## src/hdl/csmb_pkg.sv

```systemverilog
package csmb_pkg;

  localparam int unsigned PIX_W      = 16;
  localparam int unsigned ROW_W      = 12;
  localparam int unsigned COL_W      = 10;
  localparam int unsigned FW_W       = 11;
  localparam int unsigned FH_W       = 13;
  localparam int unsigned REACH_W    = 4;
  localparam int unsigned DIM_W      = 14;
  localparam int unsigned CFG_IDX_W  = 2;
  localparam int unsigned CFG_DATA_W = 13;

  localparam logic [CFG_IDX_W-1:0] CFG_FRAME_WIDTH  = 2'd0;
  localparam logic [CFG_IDX_W-1:0] CFG_FRAME_HEIGHT = 2'd1;
  localparam logic [CFG_IDX_W-1:0] CFG_REACH        = 2'd2;

  localparam logic [FW_W-1:0]    FW_RESET    = 11'd1024;
  localparam logic [FH_W-1:0]    FH_RESET    = 13'd1024;
  localparam logic [REACH_W-1:0] REACH_RESET = 4'd4;

  // floor(x / 5) == (x * RECIP5) >> DIV_SHIFT for every x below 2**SUM_W
  localparam int unsigned SUM_W     = 19;
  localparam int unsigned DIV_SHIFT = 21;
  localparam int unsigned PROD_W    = 2 * SUM_W;
  localparam logic [SUM_W-1:0] RECIP5 = 19'd419431;

  localparam int unsigned QDEPTH = 4;
  localparam int unsigned QPW    = $clog2(QDEPTH);
  localparam int unsigned QLW    = $clog2(QDEPTH + 1);

  typedef struct packed {
    logic [PIX_W-1:0] pixel;
    logic             frame_start;
  } in_word_t;

  typedef struct packed {
    logic [ROW_W-1:0] out_row;
    logic [COL_W-1:0] out_col;
    logic [PIX_W-1:0] blurred;
    logic             frame_done;
  } out_word_t;

  typedef struct packed {
    logic [ROW_W-1:0] row;
    logic [COL_W-1:0] col;
    logic [PIX_W-1:0] pix;
    logic [PIX_W-1:0] up;
    logic [PIX_W-1:0] ctr;
    logic [PIX_W-1:0] lft;
    logic [PIX_W-1:0] rgt;
    logic             done;
    logic             kzero;
  } q_entry_t;

  typedef struct packed {
    logic     valid;
    q_entry_t entry;
  } push_t;

  typedef struct packed {
    logic     valid;
    q_entry_t entry;
  } q_head_t;

endpackage

```

## src/hdl/csmb_queue.sv

```systemverilog
module csmb_queue import csmb_pkg::*; (
  input  logic           clk_i,
  input  logic           rst_ni,
  input  push_t          push_i,
  input  logic           pop_i,
  output q_head_t        head_o,
  output logic [QLW-1:0] level_o
);

  q_entry_t       ent_q [QDEPTH];
  logic [QPW-1:0] wr_ptr_q, wr_ptr_d;
  logic [QPW-1:0] rd_ptr_q, rd_ptr_d;
  logic [QLW-1:0] level_q, level_d;

  always_comb begin
    wr_ptr_d = push_i.valid ? wr_ptr_q + 1'b1 : wr_ptr_q;
    rd_ptr_d = pop_i ? rd_ptr_q + 1'b1 : rd_ptr_q;
    level_d  = level_q + QLW'(push_i.valid) - QLW'(pop_i);
  end

  always_ff @(posedge clk_i or negedge rst_ni) begin
    if (!rst_ni) begin
      wr_ptr_q <= '0;
      rd_ptr_q <= '0;
      level_q  <= '0;
    end else begin
      wr_ptr_q <= wr_ptr_d;
      rd_ptr_q <= rd_ptr_d;
      level_q  <= level_d;
    end
  end

  always_ff @(posedge clk_i) begin
    if (push_i.valid) begin
      ent_q[wr_ptr_q] <= push_i.entry;
    end
  end

  assign head_o.valid = (level_q != '0);
  assign head_o.entry = ent_q[rd_ptr_q];
  assign level_o      = level_q;

  a_no_overflow: assert property (@(posedge clk_i) disable iff (!rst_ni)
    push_i.valid |-> (level_q < QLW'(QDEPTH)))
    else $error("queue push while full");

  a_no_underflow: assert property (@(posedge clk_i) disable iff (!rst_ni)
    pop_i |-> (level_q != '0))
    else $error("queue pop while empty");

endmodule

```

## config.mk

```make
export PLATFORM = sky130hd
export DESIGN_NAME = csmb_queue
export DESIGN_NICKNAME = d
export VERILOG_FILES = /design/src/hdl/csmb_pkg.sv /design/src/hdl/csmb_queue.sv
export SDC_FILE = /design/constraint.sdc
export NUM_CORES = 1
export LEC_CHECK = 0
export BUFFER_PORTS_ARGS = -buffer_cell sky130_fd_sc_hd__buf_2
export CORE_ASPECT_RATIO = 1.1
export CORE_MARGIN = 8
export CORE_UTILIZATION = 45
export CTS_CLUSTER_DIAMETER = 120
export DETAILED_ROUTE_END_ITERATION = 6
export PLACE_DENSITY = 0.68
export SLEW_MARGIN = 40
export SYNTH_ARGS = -nofsm -noshare
export SYNTH_HDL_FRONTEND = slang
export SYNTH_SLANG_ARGS = --single-unit
```

## constraint.sdc

```tcl
create_clock -name clk_i -period 3.6 [get_ports clk_i]
set_clock_uncertainty 0.15 [all_clocks]
set_input_delay 0.72 -clock clk_i [delete_from_list [all_inputs] [get_ports clk_i]]
set_output_delay 0.72 -clock clk_i [all_outputs]
set_load 0.03 [all_outputs]
```

* Yosys cells after proc, flatten, opt, wreduce, memory -nomap -nowiden *
Memories as Yosys holds them, arrays and structs flattened.
Index checks and enable logic that the tools add are counted.

storage, ports and cells
  bits in registers = 7
  RAM bits = 416
  output and inout port bits = 108
  logic and storage cells = 11
  memories kept = 1

memories
  memory  depth  width  rd ports  clocked after memory_dff  wr ports  RTL line          text
  ent_q   4      104    1         0                         1         csmb_queue.sv:10  q_entry_t ent_q [QDEPTH];

cells by class
  add/subtract/negate cells = 4
  mux-type cells = 2
  reductions and logical operators = 1

operator list
  cell                                          number
  adder 2 x 1 -> 2 bit (second input constant)  2
  adder 3 x 1 -> 3 bit                          1
  nonzero test 3 bit                            1
  subtractor 3 x 1 -> 3 bit                     1
  two-way mux 1 bit                             2

* Logic depth before layout (Yosys ltp) *
Gate-level depths: netlist (run 1).

  word-level depth = 2
  mapped depth = 7
  mapped depth without buffers = 7

* Worst setup path after synthesis (run 1) *
No wires, ideal clock.

  path kind = input -> register
  start = in push_i[104] (netlist name)
  end = mem ent_q[0][0] (netlist name), enable pin
  setup time = 474 ps
  data arrival time = 3118 ps
  required time = 2976 ps
  setup slack = -142 ps
  stages = 1
  buffers on the path = 0
  cell sequence = and2_1

on the way
  cells in the longest elaborated chain, start to end = 2

RTL lines
  item                                     RTL line          text
  start: declaration                       csmb_queue.sv:4   input push_t push_i,
  two-way mux 1 bit                        csmb_queue.sv:34  if (push_i.valid) begin
  two-way mux 1 bit (not written as such)  csmb_queue.sv:35  ent_q[wr_ptr_q] <= push_i.entry;
  end: declaration                         csmb_queue.sv:10

No other way between the ends.

==> results.tsv, run 1 <==
metric	value	unit
outcome	finished clean	
Die Y-Extent	209.9	microns
register area	12670	sq um
CTS tree	done	
simple-gate area share of the yosys netlist	0.002522	
Max-slew headroom	0.5199	
final hold vios	0	
Seq pwr share	0.413	
worst slew pin tran	0.7202	ns
Power Dens Cells	888.7	nW/um^2
CP Capture Type	primary output	
# setup viols final	0	
Reg clk slew, reported paths	0.06	ns
Fmax	316.0	MHz
GR met3 Demand/Resource	0.04582	
Initial Util	0.4532	
Synth cell types	17	
combinational share of power	0.337	
Routability Congestion	0.6787	
Post-Layout Cell Count	1296	
layout net count	947	
RSZ-0062 raised after global routing	no	
Routed Antenna Nets	0	
post-synthesis compound-gate area fraction	0.0003254	
sequential share of the synthesized area	0.8237	
met2 track demand over resource	0.2461	
vias in the first global route	7553	
area of the multi-input gates	2535	sq um
htree depth	2	
Startpoint Class	flop	
pin count of the biggest net entering global routing	58	
number of CTS-inserted buffers	41	
Core Area	33940	sq um
first-pass iteration count of the detailed router	5	
arrival time at the worst endpoint	2.29	ns
clock latency on the worst-skew pair	0.51	ns
gr usage total	0.1440	
routed wire length	29090	microns
adder-cell share of the synthesized area	0.006183	
Mean Syn Cell Area	26.65	sq um
layout cells sized above 1	0.4662	
Pins Over Slew Limit	0	
Max-Cap Viols	0	
Rows	71	
Synth Instances	577	
area grow syn2layout	19.88	%
Post-CTS Resized	0	
grt met1 use	0.1747	
Tot Pwr	16380	uW
die area	40350	sq um
WHS	0.2640	ns
XOR/XNOR share of the synthesized area	0.002848	
number of I/O pins	216	
gr busiest metal	met2	
initial antenna violation count	4	
Synth Register Bits	423	
Root Driver	clkbuf_16	
net load switching power	5436	uW
global route total overflow	0	
Critical Path Fanout Max	21	
Peak VDD IR	0.0006349	V
synth warn	0	
Final HPWL DP	18760	microns
cell leakage power	0.006310	uW
vias per inst	5.235	
WL/cell	22.44	microns
sw frac	0.3318	
Fin Setup TNS	0	ns
WS Path Type	flop to primary output	
multiplexer area fraction after synthesis	0.1523	
fin crit period	3.165	ns
via count	6784	
Final period util	0.8790	
global-route wire length before repair	44080	microns
required time of the critical path	2.73	ns
Mapped Area	15380	sq um
ANT cells	0	
fin util	0.5432	
clock share of power	0.249	
Internal	10950	uW
Cells after DPL	1226	
Hold/Removal Path Class	primary input to flop	
Initial DRC Count	405	
syn nets	692	
main combinational cell family by area after synthesis	multiplexers	
clock tree buffer depth	3	
clk sink count	423	
Post-route DRC	0	
die width	192.3	microns
Port Buffer Count	215	
fillcell total	2570	
-- cell usage after synthesis, drive strengths merged --
library cell	instances	area, sq um
edfxtp	416	12490
xor2	3	26.28
or3	1	6.260
inv	6	22.52
mux4	104	2342
fa	1	20.02
xnor2	2	17.52
buf	20	148.9
ha	6	75.07
o21ai	1	5.000
nand2	2	7.510
and2	4	25.02
dfrtp	7	175.2
clkbuf	4	15.01
-- metal layers --
layer,vias to the layer above,share of wire
li1,3000,-
met2,181,0.52
met3,40,0.076
met4,8,0.016
met5,-,0.0016
met1,3555,0.39
-- layout by cell type (no fill, tap or decap) --
cell type      netlist  layout
bufinv_16            0       5
dlygate4sd3_1        0       1
or3_1                1       1
inv_1                6       6
xnor2_1              2       2
clkbuf_1             4       9
clkbuf_16            0      41
fa_1                 1       1
ha_1                 6       6
edfxtp_1           416     416
buf_12               1      11
buf_4                1       9
dfrtp_1              7       5
dfrtp_4              0       2
and2_4               0       4
o21ai_0              1       1
clkinv_1             0       5
xor2_1               3       3
nand2_1              2       2
mux4_2             104     104
clkinv_2             0       7
buf_2               13     215
clkinv_4             0       2
-- final cells by class --
type,count,share of cell area
clock buffers,50,0.05749
repair buffers,236,0.07452
well taps,438,0.02973
inverters,6,0.001222
flip-flops and latches,423,0.6875
clock inverters,19,0.01201
multi-input cells,124,0.1375
-- critical path, cell delays in order, from the launching register on --
cell and delay [ns]:
dfrtp_4 0.73, buf_12 0.27, mux4_2 0.55, buf_2 0.20
-- flip-flops by register name, summed over array words and instances (netlist names) --
signal    cells
rd_ptr_q      2
level_o       3
ent_q       416
wr_ptr_q      2
-- kinds of logic after synthesis --
kind of cell,count (synthesis)
xor+xnor,5
fa+ha+maj,7
buf+inv,30
compound gates,1
flops,423
simple gates,7
mux,104
-- final timing paths --
check / end / slack (ns) / cells past startpoint / from
min in group asynchronous: wr_ptr_q[0] / 0.43 / 2 / rst_ni
worst min-delay path: ent_q[3][96] / 0.26 / 1 / push_i[96]
worst max-delay path: head_o[64] / 0.44 / 3 / rd_ptr_q[0]
max in group asynchronous: rd_ptr_q[1] / 2.69 / 2 / rst_ni
worst min register to register: level_o[2] / 0.34 / 1 / level_o[2]
worst max register to register: ent_q[0][44] / 1.53 / 4 / wr_ptr_q[0]
-- power by group through the flow --
stage | Clock (uW) | Combinational, uW | Sequential [uW]
floorplan | 0 | 4080 | 6730
global placement | 0 | 5680 | 6850
detailed placement | 0 | 5690 | 6900
CTS | 4210 | 5710 | 6800
global route | 4370 | 5900 | 6860
finish | 4090 | 5530 | 6770
-- stage by stage --
stage,setup slack [ns],cell area (sq um)
2_1_floorplan,0.9916,15380
3_3_place_gp,0.9187,17140
3_5_place_dp,0.9105,17140
4_1_cts,0.3348,18440
5_1_grt,0.2878,18440
6_report,0.4355,18440
-- what timing repair did --
action                                 in CTS  in global routing
setup buffers                               0                  0
endpoints found under the hold margin       7                  0
hold buffers                                1                  0
(Power assumes the default switching activity.)
==> run 2: changes to the inputs <==
PLACE_DENSITY = 0.65   (was 0.68)
clock period = 3 ns   (was 3.6 ns; I/O delays follow)
==> results.tsv, run 2 (same netlist as run 1, synthesis figures left out) <==
metric	value	unit	change
Internal	13200	uW	+21%
Max-slew headroom	0.7427		+0.2228
clock latency on the worst-skew pair	0.52	ns	about the same
pin count of the biggest net entering global routing	55		-5.2%
Die Y-Extent	209.9	microns	unchanged
die area	40350	sq um	unchanged
global-route wire length before repair	45170	microns	+2.5%
CTS tree	done		
combinational share of power	0.348		+0.011
gr usage total	0.1482		+0.004194
WS Path Type	flop to primary output		
fin util	0.5463		+0.003097
most common cell after layout, fill and taps aside	edfxtp_1		
Final period util	0.9723		
Fmax	342.8	MHz	
worst stage delay on the critical path	0.57	ns	-0.16 ns
net load switching power	6624	uW	+22%
max FFs per register	416		unchanged
number of CTS-inserted buffers	42		+2.4%
WL/cell	22.97	microns	+2.3%
Post-route DRC	0		unchanged
die width	192.3	microns	unchanged
Initial DRC Count	409		+0.99%
vias in the first global route	7390		-2.2%
RSZ-0062 raised after global routing	yes		
Rows	71		unchanged
Startpoint Class	flop		
worst slew pin tran	0.3860	ns	-0.3342 ns
Core Area	33940	sq um	unchanged
crit path cell chain	buf_12 -> buf_16 -> mux4_2 -> buf_4		
Pins Over Slew Limit	0		unchanged
Peak VDD IR	0.0006377	V	+0.43%
via count	6782		-0.029%
Power Dens Cells	1069	nW/um^2	+20%
Critical Path Fanout Max	21		unchanged
clock tree buffer depth	3		unchanged
# setup viols final	0		unchanged
leading cell types in the layout, fill and taps excluded	edfxtp_1, buf_2, mux4_2, clkbuf_16, buf_12		
required time of the critical path	2.25	ns	-0.48 ns
vias per inst	5.193		-0.79%
final hold vios	0		unchanged
Most flops, register	ent_q		
worst setup margin	0.08297	ns	-0.3525 ns
Max-Cap Viols	0		unchanged
Routed Antenna Nets	0		unchanged
Critical-path top delay cell	mux4_2		
outcome	finished clean		
global route total overflow	0		unchanged
area grow syn2layout	20.56	%	
reg-to-reg slack, setup	1.10	ns	-0.43 ns
first-pass iteration count of the detailed router	6		+1
Routability Congestion	0.6870		+1.2%
Fin Setup TNS	0	ns	unchanged
arrival time at the worst endpoint	2.17	ns	-0.12 ns
fillcell total	2591		+0.82%
clk sink count	423		unchanged
sw frac	0.3342		+0.002425
Port Buffer Count	215		unchanged
Root Driver	clkbuf_16		
cell leakage power	0.006340	uW	+0.47%
routed wire length	30000	microns	+3.1%
layout cells sized above 1	0.4613		-0.004929
initial antenna violation count	7		+3
pre-CTS setup slack	0.5001	ns	-0.4103 ns
Hold/Removal Path Class	primary input to flop		
fin crit period	2.917	ns	
clock share of power	0.248		about the same
crit-path leading delay family	multiplexers		
Initial Util	0.4532		unchanged
Seq pwr share	0.405		-0.008
layout net count	950		+0.32%
htree depth	2		unchanged
Final HPWL DP	18700	microns	-0.34%
number of I/O pins	216		unchanged
Reg clk slew, reported paths	0.06	ns	about the same
CP Capture Type	primary output		
CP bufs+invs	3		+1
run 2: cell types whose count changed in the layout (fill, tap and decap cells not counted), sizes merged:
cell / previous run / this run
bufinv: 5 / 2
buf: 235 / 237
clkbuf: 50 / 58
inv: 6 / 7
clkinv: 14 / 13
diode: 0 / 3
run 2: final cells by class:
| class | count | area, sq um | area share |
|---|---|---|---|
| Timing Repair Buffer | 238 | 1456 | 0.07855 |
| Tap cell | 438 | 548.0 | 0.02956 |
| Clock buffer | 58 | 1172 | 0.06323 |
| Antenna cell | 3 | 7.507 | 0.0004049 |
| Sequential cell | 423 | 12670 | 0.6836 |
| Clock inverter | 16 | 123.9 | 0.006681 |
| Multi-Input combinational cell | 124 | 2535 | 0.1367 |
| Inverter | 6 | 22.52 | 0.001215 |
run 2: power by group through the flow:
stage	Sequential (uW)	Clock, uW	Combinational [uW]
detailed placement	8160	0	6900
global route	8110	5280	7330
floorplan	8080	0	4890
global placement	8110	0	6890
finish	8020	4910	6890
CTS	8050	5070	7070
run 2: path summary, 6_finish.rpt:
check | to | depth (start not counted) | start
setup / recovery | head_o[27] | 4 | rd_ptr_q[0]
hold / removal | ent_q[0][100] | 1 | push_i[100]
setup reg to reg | ent_q[0][34] | 4 | wr_ptr_q[0]
hold reg to reg | level_o[2] | 1 | level_o[2]
max in group asynchronous | rd_ptr_q[0] | 2 | rst_ni
min in group asynchronous | rd_ptr_q[1] | 2 | rst_ni
run 2: what timing repair did:
item	in CTS	in global routing
endpoints found under the hold margin	7	0
buffers inserted	2	2
gates cloned	1	0
setup endpoints to repair	70	45
gates resized for setup	5	3
hold buffers	1	0
run 2: metrics by stage:
stage,hold WS [ns],std cells,power (uW),cell area (sq um)
4_1_cts,0.1028,1301,20190,18510
6_report,0.1348,1306,19820,18540
2_1_floorplan,0.1544,577,12970,15380
3_5_place_dp,0.3095,1223,15060,17120
5_1_grt,0.1022,1305,20720,18540
3_3_place_gp,0.3116,1223,15000,17120
run 2: layer usage:
metal | wire (microns) | track usage | vias to the layer above
met5 | 41 | 0 | -
met4 | 551 | 0.04744 | 8
met3 | 1919 | 0.04333 | 43
met2 | 15570 | 0.2458 | 174
met1 | 11920 | 0.1853 | 3554
li1 | - | - | 3003
==> run 3: changes to the inputs <==
PLACE_DENSITY = 0.7   (was 0.65)
==> results.tsv, run 3 (same netlist as run 1, synthesis figures left out) <==
metric	value	unit	change
outcome	finished clean		
ANT cells	0		-3
max FFs per register	416		unchanged
Initial DRC Count	316		-23%
Peak VDD IR	0.0006258	V	-1.9%
Post-CTS Setup Bufs	0		-2
WS Path Type	flop to primary output		
Most flops, register	ent_q		
worst slew pin tran	0.4483	ns	+0.06232 ns
number of I/O pins	216		unchanged
Critical Path Fanout Max	31		+48%
Power Dens Cells	1058	nW/um^2	-1.0%
Final HPWL DP	17860	microns	-4.5%
CP bufs+invs	2		-1
Port Buffer Count	215		unchanged
Post-route DRC	0		unchanged
arrival time at the worst endpoint	2.15	ns	-0.02 ns
WL/cell	22.03	microns	-4.1%
fillcell total	2565		-1.0%
crit path cell chain	buf_16 -> mux4_2 -> buf_2		
Die Y-Extent	209.9	microns	unchanged
vias per inst	5.197		about the same
Initial Util	0.4532		unchanged
worst stage delay on the critical path	0.56	ns	about the same
initial antenna violation count	2		-5
Routability Congestion	0.6712		-2.3%
Cells after DPL	1223		unchanged
global-route wire length before repair	43350	microns	-4.0%
register area	12670	sq um	unchanged
fin crit period	2.902	ns	-0.01535 ns
htree depth	2		unchanged
Hold/Removal Path Class	primary input to flop		
final hold vios	0		unchanged
cell leakage power	0.006293	uW	-0.74%
layout cells sized above 1	0.4644		+0.003139
Startpoint Class	flop		
Max-Cap Viols	0		unchanged
pre-CTS setup slack	0.6194	ns	+0.1193 ns
Reg clk slew, reported paths	0.06	ns	about the same
Rows	71		unchanged
die width	192.3	microns	unchanged
number of CTS-inserted buffers	41		-2.4%
area grow syn2layout	19.76	%	
clock tree buffer depth	3		unchanged
worst setup margin	0.09832	ns	+0.01535 ns
CP Capture Type	primary output		
reg-to-reg slack, setup	1.18	ns	+0.08 ns
leading cell types in the layout, fill and taps excluded	edfxtp_1, buf_2, mux4_2, clkbuf_16		
clk sink count	423		unchanged
gr usage total	0.1410		-0.007258
clock latency on the worst-skew pair	0.52	ns	about the same
most common cell after layout, fill and taps aside	edfxtp_1		
crit-path leading delay family	multiplexers		
RSZ-0062 raised after global routing	yes		
Fmax	344.6	MHz	+0.53%
die area	40350	sq um	unchanged
routed wire length	28530	microns	-4.9%
global route total overflow	0		unchanged
CTS tree	done		
Final period util	0.9672		-0.005116
area of the multi-input gates	2535	sq um	unchanged
layout net count	944		-0.63%
Pins Over Slew Limit	0		unchanged
Critical-path top delay cell	mux4_2		
first-pass iteration count of the detailed router	6		unchanged
required time of the critical path	2.25	ns	about the same
vias in the first global route	7616		+3.1%
Post-Layout Cell Count	1295		-0.84%
Max-slew headroom	0.7011		-0.04155
Core Area	33940	sq um	unchanged
pin count of the biggest net entering global routing	54		-1.8%
Routed Antenna Nets	0		unchanged
Root Driver	clkbuf_16		
via count	6730		-0.77%
# setup viols final	0		unchanged
## run 3: cell types whose count changed in the layout (fill, tap and decap cells not counted), moves of 3 or more
| cell | before | now |
|---|---|---|
| buf_4 | 9 | 4 |
| clkbuf_1 | 11 | 2 |
| clkbuf_8 | 4 | 0 |
| clkinv_2 | 1 | 10 |
| diode_2 | 3 | 0 |
## run 3: stage by stage
step	TNS (ns)	power [uW]	cell area, sq um	util	hold WS (ns)
after floorplan	0	12970	15380	-	0.1544
after global placement	0	14980	17160	0.5056	0.3003
after detailed placement	0	15050	17160	0.5056	0.3013
after CTS	0	19830	18410	0.5424	0.1040
after global routing	-0.04827	20370	18420	0.5427	0.1000
final	0	19490	18420	0.5427	0.1340
## run 3: path summary, 6_finish.rpt
path / to / cells past startpoint / startpoint
worst max-delay path: head_o[80] / 3 / rd_ptr_q[0]
worst min-delay path: ent_q[1][98] / 1 / push_i[98]
worst max register to register: level_o[2] / 7 / level_o[0]
worst min register to register: level_o[2] / 1 / level_o[2]
max in group asynchronous: rd_ptr_q[1] / 2 / rst_ni
min in group asynchronous: rd_ptr_q[0] / 2 / rst_ni
## run 3: worst reg2reg max path: stages, from the launching register on
cell and delay, ns:
dfrtp_1 0.36, inv_1 0.05, ha_1 0.26, inv_1 0.04, ha_1 0.18, fa_1 0.40, xor2_1 0.16, xnor2_1 0.12
## run 3: where the power goes
group          total, uW  internal [uW]  leakage, uW  switching, uW
combinational       6680           2500      0.00178           4180
sequential          8070           7730      0.00390            344
clock               4740           2740     0.000614           2000
## run 3: final cells by class
cell class,count,area share
Sequential cell,423,0.6882
Multi-Input combinational cell,124,0.1376
Timing Repair Buffer,233,0.07595
Clock buffer,43,0.05611
Tap cell,438,0.02976
Clock inverter,28,0.01114
Inverter,6,0.001223
## run 3: repair_timing
| item | CTS | global route |
|---|---|---|
| gates resized for setup | 0 | 3 |
| endpoints found under the hold margin | 7 | 0 |
| setup endpoints to repair | 0 | 3 |
| hold buffers | 1 | 0 |
## run 3: metal layers
layer  GRT usage  vias to the layer above  wire length (microns)
li1            -                     2988                      -
met1      0.1655                     3514                  11000
met2      0.2456                      181                  14880
met3     0.04565                       43                   2113
met4     0.03743                        4                    520
met5           0                        -                     21
