`src/hdl/csmb_pkg.sv`:
```
package csmb_pkg;

  localparam int unsigned PIX_W      = 16;
  localparam int unsigned ROW_W      = 12;
  localparam int unsigned COL_W      = 10;
  localparam int unsigned FW_W       = 11;
  localparam int unsigned FH_W       = 13;
  localparam int unsigned REACH_W    = 4;
  localparam int unsigned DIM_W      = 14;
  localparam int unsigned CFG_IDX_W  = 2;
  localparam int unsigned CFG_DATA_W = 13;

  localparam logic [CFG_IDX_W-1:0] CFG_FRAME_WIDTH  = 2'd0;
  localparam logic [CFG_IDX_W-1:0] CFG_FRAME_HEIGHT = 2'd1;
  localparam logic [CFG_IDX_W-1:0] CFG_REACH        = 2'd2;

  localparam logic [FW_W-1:0]    FW_RESET    = 11'd1024;
  localparam logic [FH_W-1:0]    FH_RESET    = 13'd1024;
  localparam logic [REACH_W-1:0] REACH_RESET = 4'd4;

  // floor(x / 5) == (x * RECIP5) >> DIV_SHIFT for every x below 2**SUM_W
  localparam int unsigned SUM_W     = 19;
  localparam int unsigned DIV_SHIFT = 21;
  localparam int unsigned PROD_W    = 2 * SUM_W;
  localparam logic [SUM_W-1:0] RECIP5 = 19'd419431;

  localparam int unsigned QDEPTH = 4;
  localparam int unsigned QPW    = $clog2(QDEPTH);
  localparam int unsigned QLW    = $clog2(QDEPTH + 1);

  typedef struct packed {
    logic [PIX_W-1:0] pixel;
    logic             frame_start;
  } in_word_t;

  typedef struct packed {
    logic [ROW_W-1:0] out_row;
    logic [COL_W-1:0] out_col;
    logic [PIX_W-1:0] blurred;
    logic             frame_done;
  } out_word_t;

  typedef struct packed {
    logic [ROW_W-1:0] row;
    logic [COL_W-1:0] col;
    logic [PIX_W-1:0] pix;
    logic [PIX_W-1:0] up;
    logic [PIX_W-1:0] ctr;
    logic [PIX_W-1:0] lft;
    logic [PIX_W-1:0] rgt;
    logic             done;
    logic             kzero;
  } q_entry_t;

  typedef struct packed {
    logic     valid;
    q_entry_t entry;
  } push_t;

  typedef struct packed {
    logic     valid;
    q_entry_t entry;
  } q_head_t;

endpackage

```
`src/hdl/csmb_back.sv`:
```
module csmb_back import csmb_pkg::*; (
  input  logic      clk_i,
  input  logic      rst_ni,
  input  q_head_t   head_i,
  output logic      pop_o,
  output logic      out_valid_o,
  input  logic      out_stall_i,
  output out_word_t out_word_o
);

  logic              s1_valid_q;
  logic [SUM_W-1:0]  s1_sum_q;
  out_word_t         s1_meta_q;
  logic              s2_valid_q;
  logic [PROD_W-1:0] s2_prod_q;
  out_word_t         s2_meta_q;
  logic              out_valid_q;
  out_word_t         out_word_q;

  logic              s1_ready, s2_ready, s3_ready;
  logic [SUM_W-1:0]  sum_d;
  logic [PROD_W-1:0] quo_x;
  out_word_t         meta_d;
  out_word_t         out_d;

  assign s3_ready = !out_valid_q || !out_stall_i;
  assign s2_ready = !s2_valid_q || s3_ready;
  assign s1_ready = !s1_valid_q || s2_ready;
  assign pop_o    = head_i.valid && s1_ready;

  always_comb begin
    if (head_i.entry.kzero) begin
      sum_d = (SUM_W'(head_i.entry.pix) << 2) + SUM_W'(head_i.entry.pix);
    end else begin
      sum_d = SUM_W'(head_i.entry.pix) + SUM_W'(head_i.entry.up)
            + SUM_W'(head_i.entry.ctr) + SUM_W'(head_i.entry.lft)
            + SUM_W'(head_i.entry.rgt);
    end
    meta_d.out_row    = head_i.entry.row;
    meta_d.out_col    = head_i.entry.col;
    meta_d.blurred    = '0;
    meta_d.frame_done = head_i.entry.done;
    quo_x             = s2_prod_q >> DIV_SHIFT;
    out_d             = s2_meta_q;
    out_d.blurred     = quo_x[PIX_W-1:0];
  end

  always_ff @(posedge clk_i or negedge rst_ni) begin
    if (!rst_ni) begin
      s1_valid_q  <= 1'b0;
      s2_valid_q  <= 1'b0;
      out_valid_q <= 1'b0;
    end else begin
      if (s1_ready) begin
        s1_valid_q <= head_i.valid;
      end
      if (s2_ready) begin
        s2_valid_q <= s1_valid_q;
      end
      if (s3_ready) begin
        out_valid_q <= s2_valid_q;
      end
    end
  end

  always_ff @(posedge clk_i) begin
    if (pop_o) begin
      s1_sum_q  <= sum_d;
      s1_meta_q <= meta_d;
    end
    if (s2_ready && s1_valid_q) begin
      s2_prod_q <= PROD_W'(s1_sum_q) * PROD_W'(RECIP5);
      s2_meta_q <= s1_meta_q;
    end
    if (s3_ready && s2_valid_q) begin
      out_word_q <= out_d;
    end
  end

  assign out_valid_o = out_valid_q;
  assign out_word_o  = out_word_q;

  a_quotient_fits: assert property (@(posedge clk_i) disable iff (!rst_ni)
    s2_valid_q |-> (quo_x[PROD_W-1:PIX_W] == '0))
    else $error("mean exceeds pixel range");

endmodule

```
`config.mk`:
```
export PLATFORM = sky130hd
export DESIGN_NAME = csmb_back
export DESIGN_NICKNAME = d
export VERILOG_FILES = /design/src/hdl/csmb_pkg.sv /design/src/hdl/csmb_back.sv
export SDC_FILE = /design/constraint.sdc
export NUM_CORES = 1
export LEC_CHECK = 0
export ABC_AREA = 1
export BUFFER_PORTS_ARGS = -buffer_cell sky130_fd_sc_hd__buf_2
export CORE_MARGIN = 2
export CORE_UTILIZATION = 55
export DETAILED_ROUTE_END_ITERATION = 16
export PLACE_DENSITY = 0.78
export SLEW_MARGIN = 20
export SYNTH_ARGS = -nofsm -noshare
export SYNTH_HDL_FRONTEND = slang
export SYNTH_SLANG_ARGS = --single-unit
```
`constraint.sdc`:
```
create_clock -name clk_i -period 4.9 [get_ports clk_i]
set_input_delay 0 -clock clk_i [delete_from_list [all_inputs] [get_ports clk_i]]
set_output_delay 0 -clock clk_i [all_outputs]
set_load 0.02 [all_outputs]
```
* Word-level counts from Yosys, hierarchy flattened
Cells that the tools add are included.
** Operators by class
- Multipliers :: 1
- Add/subtract/negate cells :: 5
- Reductions and logical operators :: 10
- Multiplexer cells :: 1
** Operator list (count)
- adder 18 x 16 -> 19 bit :: 2
- multiplier 19 x 19 -> 37 bit, second input constant :: 1
- adder 19 x 16 -> 19 bit :: 1
- two-way mux 19 bit :: 1
- adder 17 x 16 -> 18 bit :: 1
- adder 16 x 16 -> 17 bit :: 1
- logical NOT 1 bit :: 4
- logical AND 1 bit :: 3
- logical OR 1 bit :: 3
** Word-level totals
- Output and inout port bits :: 41
- Word-level logic and storage cells :: 32
- Input bits :: 108
- Bits in registers :: 144

* Longest topological paths before layout
Gate-level depths: netlist of run 1.
- Depth in word-level cells :: 5
- Mapped depth :: 24
- Gate-level depth less buffers :: 24

* Least setup slack after synthesis of run 1
No wires, ideal clock.
- Kind :: reg2reg
- Start point :: reg s1_sum_q[2]
- End point :: reg s2_prod_q[32], data pin
- Buffers on the path :: 0
- Library setup time :: 0.252 ns
- Required time :: 4.648 ns
- Data arrival time :: 4.600 ns
- Slack :: 0.048 ns
- Period minus slack after synthesis :: 4.852 ns
- Cell stages (with the launch flop) :: 22
- Cell sequence :: edfxtp_1 -> ha_1 -> xor2_1 -> ha_1 -> or2_2 -> fa_1 -> fa_1 -> fa_1 -> inv_1 -> fa_1 -> inv_1 -> ha_1 -> nand2_1 -> nand2_1 -> nand3_1 -> nand3_1 -> a21oi_1 -> nor2_1 -> nor3_1 -> nand2_1 -> nand2_1 -> nand2_1
** On the way
- Word-level cells in the longest chain between the ends :: 1
** Ends and longest elaborated chain
- start: declaration :: line csmb_back.sv:12 : logic [SUM_W-1:0] s1_sum_q;
- start signal: assignment :: line csmb_back.sv:68 : s1_sum_q <= sum_d;
- multiplier 19 x 19 -> 37 bit :: line csmb_back.sv:72 : s2_prod_q <= PROD_W'(s1_sum_q) * PROD_W'(RECIP5);
- end signal: assignment :: line csmb_back.sv:72
- end: declaration :: line csmb_back.sv:15 : logic [PROD_W-1:0] s2_prod_q;
No other way between the ends.
A chain may end at the register's enable or synchronous reset.

* Worst setup path in the final report of run 1
- Start point :: reg s1_sum_q[9]
- End point :: reg s2_prod_q[30], data pin
The elaborated chain is that of the path after synthesis.

==> results_dict.tcl, run 1 <==
set metrics [dict create \
    grt_max_degree 44 \
    dpl-instance-area_um2 15300 \
    finalWorstSetupSlack_ns -0.0690 \
    violations "negative setup slack" \
    avgRoutedWirePerCell_um 17.8 \
    routed_via_density 5.36 \
    reg2reg_slack_ns -0.07 \
    yosysTopAreaCell "edfxtp_1" \
    clk_latency_ns 0.43 \
    ios 149 \
    hold_depth 3 \
    synth_cells 1346 \
    die_area_um2 25700 \
    fin_crit_ns 4.97 \
    htree_num_levels 4 \
    yosysTopAreaCellShare 0.268 \
    drive_gt1_frac 0.274 \
    syn_area_um2 13400 \
    ys_async_sr_fraction 0.0244 \
    globalplace.congestion 0.979 \
    yosys-top-cells-area "edfxtp_1, fa_1, ha_1" \
    ys_types 41 \
    ys_dominant_reg_cell "edfxtp_1" \
    reg2reg_from "s1_sum_q[9]" \
    initial_core_util 0.555 \
    synthToLayoutAreaGrowth_pct 28.2 \
    critical_path.max_fanout 5 \
    clk_pin_slew_ns 0.06 \
    fin_crit_sh 1.01 \
    cts.sinks 123 \
    ant_nets 0 \
    clock_skew_ns 0.0288 \
    root_buffer "clkbuf_16" \
    cts_tree "built" \
    rows 57 \
    cts_buffers 17 \
    critPathRequiredTime_ns 5.09 \
    grt_overflow 0 \
    yosys_register_bits 123 \
    first_pass_iters 6 \
    grt_pass1_wl_mm 54.9 \
    synthTopCellsByCount "inv_1, nand2_1, ha_1" \
    syn_area_per_cell_um2 9.98 \
    antenna_found_initial 0 \
    wirelength_mm 35.7 \
    drv_slew 0 \
    stdcell_area_um2 17200 \
    die_width_um 160 \
    min_to "s1_sum_q[18]" \
    port-buffer-count 148 \
    slew-limit-headroom 0.572 \
    hold_viol_final 0 \
    ys_seq_area_frac 0.274 \
    diodes 0 \
    setup_viol 12 \
    synth-edff-count 120 \
    yosysMostFrequentCell "inv_1" \
    track_usage 0.275 \
    start_kind "flop" \
    grt_setup_unrepaired "yes" \
    syn_nets 1820 \
    synth_warnings 0 \
    clock.fmax_mhz 201 \
    dr.first_iter.drc_count 597 \
    fp.coreArea_um2 24200 \
    r2r-end "s2_prod_q[30]" \
    cap_violations 0 \
    drc 0 \
    die_y_um 160 \
    arrival_ns 5.16 \
    grt_pass1_vias 11392 \
    worstMarginPinSlew_ns 0.641 \
    endpoint_kind "flop" \
    r2r_cells 19 \
    crit_type "reg2reg" \
    vias 10714 \
    final_nets 2135 \
    hold_path.startpoint "head_i[80]" \
    hpwlAfterDp_mm 27.2 \
    num-fill-cells 1671 \
    hold_path_class "in2reg" \
    status "complete, but fails checks" \
    max-clock-path-buffers 2 \
]
[sequential cells by signal, indices dropped and copies added (netlist names)]
signal	cells
out_word_o	39
out_d	23
s1_meta_q	23
s1_sum_q	19
s2_prod_q	16
out_valid_o	1
s1_valid_q	1
s2_valid_q	1
[worst max-delay path: stages (launching register included)]
cell      delay [ns]
edfxtp_1        0.50
ha_4            0.33
buf_4           0.12
inv_1           0.09
fa_1            0.58
fa_1            0.47
fa_1            0.52
inv_1           0.06
fa_1            0.51
ha_1            0.32
ha_1            0.31
buf_4           0.17
nand2_1         0.13
nor2_1          0.06
inv_1           0.15
o21bai_1        0.13
a21oi_2         0.16
nand2_1         0.07
nand2_1         0.05
nand2_1         0.04
[repair_timing]
item	in CTS	in global routing
hold buffers	28	0
setup endpoints to repair	16	16
pin swaps	23	57
resized for setup	79	94
setup buffers	19	11
hold endpoints to repair	29	0
[through the flow]
step | cells | setup slack [ns] | setup TNS, ns | util | hold WS [ns]
after global routing | 1998 | -0.290 | -3.46 | 0.712 | 0.0533
after floorplan | 1346 | 0.0479 | 0 | - | -0.296
after global placement | 1908 | -0.224 | -1.10 | 0.632 | -0.202
after CTS | 1987 | 0.00148 | 0 | 0.690 | 0.0433
final | 1998 | -0.0690 | -0.538 | 0.712 | 0.0545
after detailed placement | 1908 | -0.225 | -1.65 | 0.632 | -0.199
[worst max path at each step]
stage | start | to | slack [ns] | depth (start not counted)
3_3_place_gp | s1_sum_q[3] | s2_prod_q[31] | -0.22 | 20
6_report | s1_sum_q[9] | s2_prod_q[30] | -0.07 | 19
4_1_cts | s1_sum_q[1] | s2_prod_q[30] | 0.001 | 22
3_5_place_dp | s1_sum_q[2] | s2_prod_q[31] | -0.22 | 20
2_1_floorplan | s1_sum_q[2] | s2_prod_q[32] | 0.05 | 21
5_1_grt | s1_sum_q[8] | s2_prod_q[33] | -0.29 | 22
[cell families after synthesis]
group | share of synthesized area
flops | 0.274
xor+xnor | 0.0176
fa+ha+maj | 0.439
compound gates | 0.0729
buf+inv | 0.0831
simple gates | 0.113
[placed cells by master (no fill, tap or decap), types with 34 or more instances in the layout]
master	netlist	routed
o21ai_0	43	34
a21oi_1	84	59
buf_4	0	117
nor2_1	72	55
ha_1	190	153
buf_2	1	148
nand2_1	207	187
edfxtp_1	120	120
fa_1	176	170
inv_1	290	281
[layer usage]
layer  track usage  wire [um]
met2         0.494      18100
met4         0.142       2100
met1         0.322      13800
met5             0          0
met3        0.0358       1650
[layout make-up]
class	instances	area (um2)	share of cell area
repair buffers	299	1970	0.114
well taps	324	405	0.0236
multi-input cells	926	9460	0.550
inverters	294	1100	0.0641
clock buffers	17	425	0.0247
flip-flops and latches	123	3680	0.214
clock inverters	15	171	0.00996
Power of run 1 is left out: the tool's default activity adds up to more than one toggle a clock period on the data nets, which glitch-free logic cannot reach.
==> run 2: changes to the inputs <==
--- a/config.mk
+++ b/config.mk
@@ -9,8 +9,10 @@
 export BUFFER_PORTS_ARGS = -buffer_cell sky130_fd_sc_hd__buf_2
 export CORE_MARGIN = 2
 export CORE_UTILIZATION = 55
+export CTS_CLUSTER_DIAMETER = 60
 export DETAILED_ROUTE_END_ITERATION = 16
 export PLACE_DENSITY = 0.78
+export SKIP_CTS_REPAIR_TIMING = 1
 export SLEW_MARGIN = 20
 export SYNTH_ARGS = -nofsm -noshare
 export SYNTH_HDL_FRONTEND = slang
==> results_dict.tcl, run 2 (synthesis results as in run 1) <==
set metrics [dict create \
    final_common_cell "inv_1" \
    fin_crit_ns 5.09 \
    port-buffer-count 148 \
    violations "negative setup slack" \
    clk_latency_ns 0.43 \
    root_buffer "clkbuf_16" \
    final_nets 2124 \
    clock_skew_ns 0.0269 \
    drv_slew 0 \
    setup_viol 12 \
    clk_pin_slew_ns 0.06 \
    cap_violations 0 \
    first_pass_iters 5 \
    track_usage 0.257 \
    r2r_cells 20 \
    max-clock-path-buffers 2 \
    hpwlAfterDp_mm 27.2 \
    crit_path_frequent_cell "fa_1" \
    reg2reg_slack_ns -0.19 \
    multi_input_area_um2 9550 \
    path_cells "buf_6 > ha_4 > fa_1 > inv_1 > fa_1 > inv_1 > fa_1 > fa_1 > inv_1 > fa_1 > inv_2 > ha_4 > a21oi_2 > o21ai_1 > nand2_1 > nand2_1 > a21oi_2 > nand2_2 > buf_6 > xor2_2" \
    grt_overflow 0 \
    htree_num_levels 4 \
    crit_type "reg2reg" \
    r2r-end "s2_prod_q[23]" \
    endpoint_kind "flop" \
    initial_core_util 0.555 \
    crit_slowest_cell "fa_1" \
    cts_buffers 17 \
    ant_nets 0 \
    worstMarginPinSlew_ns 0.627 \
    ios 149 \
    fin_crit_sh 1.04 \
    layout_common_cells "inv_1, nand2_1, fa_1" \
    grt_setup_unrepaired "yes" \
    crit_path_max_incr_delay_ns 0.55 \
    synthToLayoutAreaGrowth_pct 28.3 \
    rows 57 \
    status "complete, but fails checks" \
    critPathRequiredTime_ns 5.08 \
    num-fill-cells 1654 \
    grtUsageMet3 0.0345 \
    fp.coreArea_um2 24200 \
    cts.sinks 123 \
    diodes 0 \
    die_width_um 160 \
    finalWorstSetupSlack_ns -0.194 \
    slew-limit-headroom 0.581 \
    use_met1 0.307 \
    reg2reg_from "s1_sum_q[14]" \
    drc 0 \
    seq_area_um2 3680 \
    grt_max_degree 44 \
    arrival_ns 5.27 \
    grt_busiest_layer "met2" \
    die_y_um 160 \
    avgRoutedWirePerCell_um 17.9 \
    stdcell_area_um2 17200 \
    critical_path.max_fanout 4 \
    grt_pass1_vias 10778 \
    vias 10692 \
    antenna_found_initial 0 \
    die_area_um2 25700 \
    start_kind "flop" \
    cts_tree "built" \
    grt_pass1_wl_mm 51.5 \
    clock.fmax_mhz 196 \
    globalplace.congestion 0.979 \
    drive_gt1_frac 0.280 \
    hold_path_class "in2reg" \
    dr.first_iter.drc_count 513 \
    dpl-instance-area_um2 15300 \
    largest_reg_flops 39 \
    use_met2 0.453 \
    routed_via_density 5.38 \
    hold_viol_final 0 \
    critical_path.endpoint "s2_prod_q[23]" \
    wirelength_mm 35.5 \
    startpoint "s1_sum_q[14]" \
]
-- run 2: metrics by stage --
step | worst slack [ns] | utilization | setup TNS [ns] | std cells | hold slack [ns]
after global routing | -0.329 | 0.712 | -3.53 | 1987 | 0.0531
after CTS | -0.238 | 0.657 | -1.87 | 1940 | -0.646
final | -0.194 | 0.712 | -1.08 | 1987 | 0.0576
after detailed placement | -0.225 | 0.632 | -1.65 | 1908 | -0.199
after global placement | -0.224 | 0.632 | -1.10 | 1908 | -0.202
after floorplan | 0.0479 | - | 0 | 1346 | -0.296
-- run 2: layer usage --
layer | vias up | wire length (um)
met3 | 129 | 1450
met5 | - | 0
met4 | 0 | 1990
met2 | 391 | 18400
met1 | 5205 | 13700
li1 | 4967 | -
-- run 2: how the worst min path moves through the flow --
stage          cells after the start  slack, ns        from           end
2_1_floorplan                      0      -0.30      rst_ni   out_valid_o
3_3_place_gp                       1      -0.20      rst_ni   out_valid_o
3_5_place_dp                       1      -0.20      rst_ni   out_valid_o
4_1_cts                            1      -0.65      rst_ni    s1_valid_q
5_1_grt                            4       0.05  head_i[81]  s1_sum_q[17]
6_report                           4       0.06  head_i[81]  s1_sum_q[17]
-- run 2: layout make-up --
cell class                      instances  share of cell area
Timing Repair Buffer                  288               0.110
Multi-Input combinational cell        926               0.554
Clock inverter                         15             0.00995
Tap cell                              324              0.0235
Sequential cell                       123               0.214
Clock buffer                           17              0.0247
Inverter                              294              0.0641
-- run 2: worst max-delay path: cells and delay by family (launching register included) --
kind,cells,cell delay (ns)
buffers and inverters,6,0.53
xor gates and xnor gates,1,0.13
AOI/OAI and AO/OA,3,0.51
DFF,1,0.46
and+or+nand+nor,3,0.25
adders and majority gates,7,2.98
Power of run 2 is left out for the same reason.
==> run 3: changes to the inputs <==
--- a/config.mk
+++ b/config.mk
@@ -11,7 +11,7 @@
 export CORE_UTILIZATION = 55
 export CTS_CLUSTER_DIAMETER = 60
 export DETAILED_ROUTE_END_ITERATION = 16
-export PLACE_DENSITY = 0.78
+export PLACE_DENSITY = 0.91
 export SKIP_CTS_REPAIR_TIMING = 1
 export SLEW_MARGIN = 20
 export SYNTH_ARGS = -nofsm -noshare
==> results_dict.tcl, run 3 (synthesis results as in run 1) <==
set metrics [dict create \
    cts.sinks 123 \
    root_buffer "clkbuf_16" \
    cts_tree "built" \
    routed_via_density 5.63 \
    drc 0 \
    critical_path.max_fanout 4 \
    final_nets 2146 \
    htree_num_levels 4 \
    die_area_um2 25700 \
    drv_slew 0 \
    vias 11320 \
    setup_viol 15 \
    wl_met2_mm 20.6 \
    ant_nets 0 \
    reg2reg_slack_ns -0.29 \
    hold_viol_final 0 \
    clk_latency_ns 0.43 \
    clock_skew_ns 0.0131 \
    r2r_cells 23 \
    dr_wl_met3_mm 2.74 \
    start_kind "flop" \
    dpl-instance-area_um2 15400 \
    fp.coreArea_um2 24200 \
    first_pass_iters 5 \
    grt_overflow 0 \
    crit_type "reg2reg" \
    die_width_um 160 \
    antenna_found_initial 1 \
    largest_reg_flops 39 \
    grt_pass1_vias 11171 \
    wl_met1_mm 14.3 \
    dr.first_iter.drc_count 802 \
    clk_pin_slew_ns 0.07 \
    r2r-end "s2_prod_q[35]" \
    port-buffer-count 148 \
    ios 149 \
    hold_depth 3 \
    cap_violations 0 \
    clock.fmax_mhz 193 \
    placed_cells 1920 \
    finalWorstSetupSlack_ns -0.290 \
    track_usage 0.273 \
    status "complete, but fails checks" \
    num-fill-cells 1519 \
    avgRoutedWirePerCell_um 19.9 \
    fin_crit_sh 1.06 \
    finalSetupTns_ns -2.62 \
    min_to "s1_sum_q[18]" \
    reg2reg_from "s1_sum_q[12]" \
    worstMarginPinSlew_ns 0.639 \
    violations "negative setup slack" \
    stdcell_count 2010 \
    initial_core_util 0.555 \
    arrival_ns 5.37 \
    fin_crit_ns 5.19 \
    wirelength_mm 40.1 \
    endpoint_kind "flop" \
    cts_buffers 17 \
    critPathRequiredTime_ns 5.08 \
    globalplace.congestion 0.971 \
    grt_pass1_wl_mm 54.6 \
    die_y_um 160 \
    stdcell_area_um2 17300 \
    grt_max_degree 44 \
    hpwlAfterDp_mm 28.3 \
    hold_path.startpoint "head_i[81]" \
    dp_slack_ns -0.321 \
    drive_gt1_frac 0.284 \
    slew-limit-headroom 0.573 \
    layout_common_cells "inv_1, nand2_1, fa_1" \
    grt_setup_unrepaired "yes" \
    rows 57 \
    final_common_cell "inv_1" \
    hold_path_class "in2reg" \
    synthToLayoutAreaGrowth_pct 29.2 \
    max-clock-path-buffers 2 \
    topRoutingLayerUsed "met4" \
    startpoint "s1_sum_q[12]" \
]
## run 3: changes by cell type in the layout (fill, tap and decap cells not counted), sizes merged
cell / change
bufinv: +2
inv: -6
diode: +1
clkinvlp: +2
clkinv: +2
buf: +22
## run 3: area by class of cell
class,instances,area (um2),area share
tap,324,405,0.0234
inverter,294,1110,0.0638
clock inverter,15,189,0.0109
antenna,1,2.50,0.000144
sequential,123,3680,0.212
timing repair buffer,310,2070,0.119
multi-input combinational,926,9470,0.546
clock buffer,17,425,0.0245
## run 3: worst max-delay path by stage
stage | cells past startpoint | slack, ns | end
after floorplan | 21 | 0.05 | s2_prod_q[32]
after global placement | 19 | -0.25 | s2_prod_q[28]
after detailed placement | 19 | -0.32 | s2_prod_q[32]
after CTS | 20 | -0.33 | s2_prod_q[36]
after global routing | 23 | -0.42 | s2_prod_q[35]
final | 23 | -0.29 | s2_prod_q[35]
## run 3: layer usage
metal / vias to the layer above / GRT usage
li1: 5010 / -
met1: 5458 / 0.315
met2: 661 / 0.506
met3: 191 / 0.0426
met4: 0 / 0.113
met5: - / 0
## run 3: through the flow
stage / util / hold WS, ns
after global routing: 0.717 / 0.0399
after floorplan: - / -0.296
after global placement: 0.636 / -0.203
after detailed placement: 0.636 / -0.200
final: 0.717 / 0.0205
after CTS: 0.661 / -0.645
## run 3: worst max-delay path, stage by stage (launching register included)
cell	delay, ns
edfxtp_1	0.52
ha_4	0.31
buf_4	0.16
fa_1	0.48
inv_1	0.06
fa_1	0.47
fa_1	0.51
inv_1	0.06
fa_1	0.49
inv_1	0.07
fa_1	0.39
inv_1	0.11
ha_1	0.27
buf_4	0.17
nand2_1	0.13
nor2_2	0.06
inv_1	0.11
o21ai_1	0.08
inv_1	0.07
nor2_1	0.05
nor2_1	0.13
nand2_1	0.08
nand2_1	0.08
nand2_1	0.06
Power of run 3 is left out for the same reason.
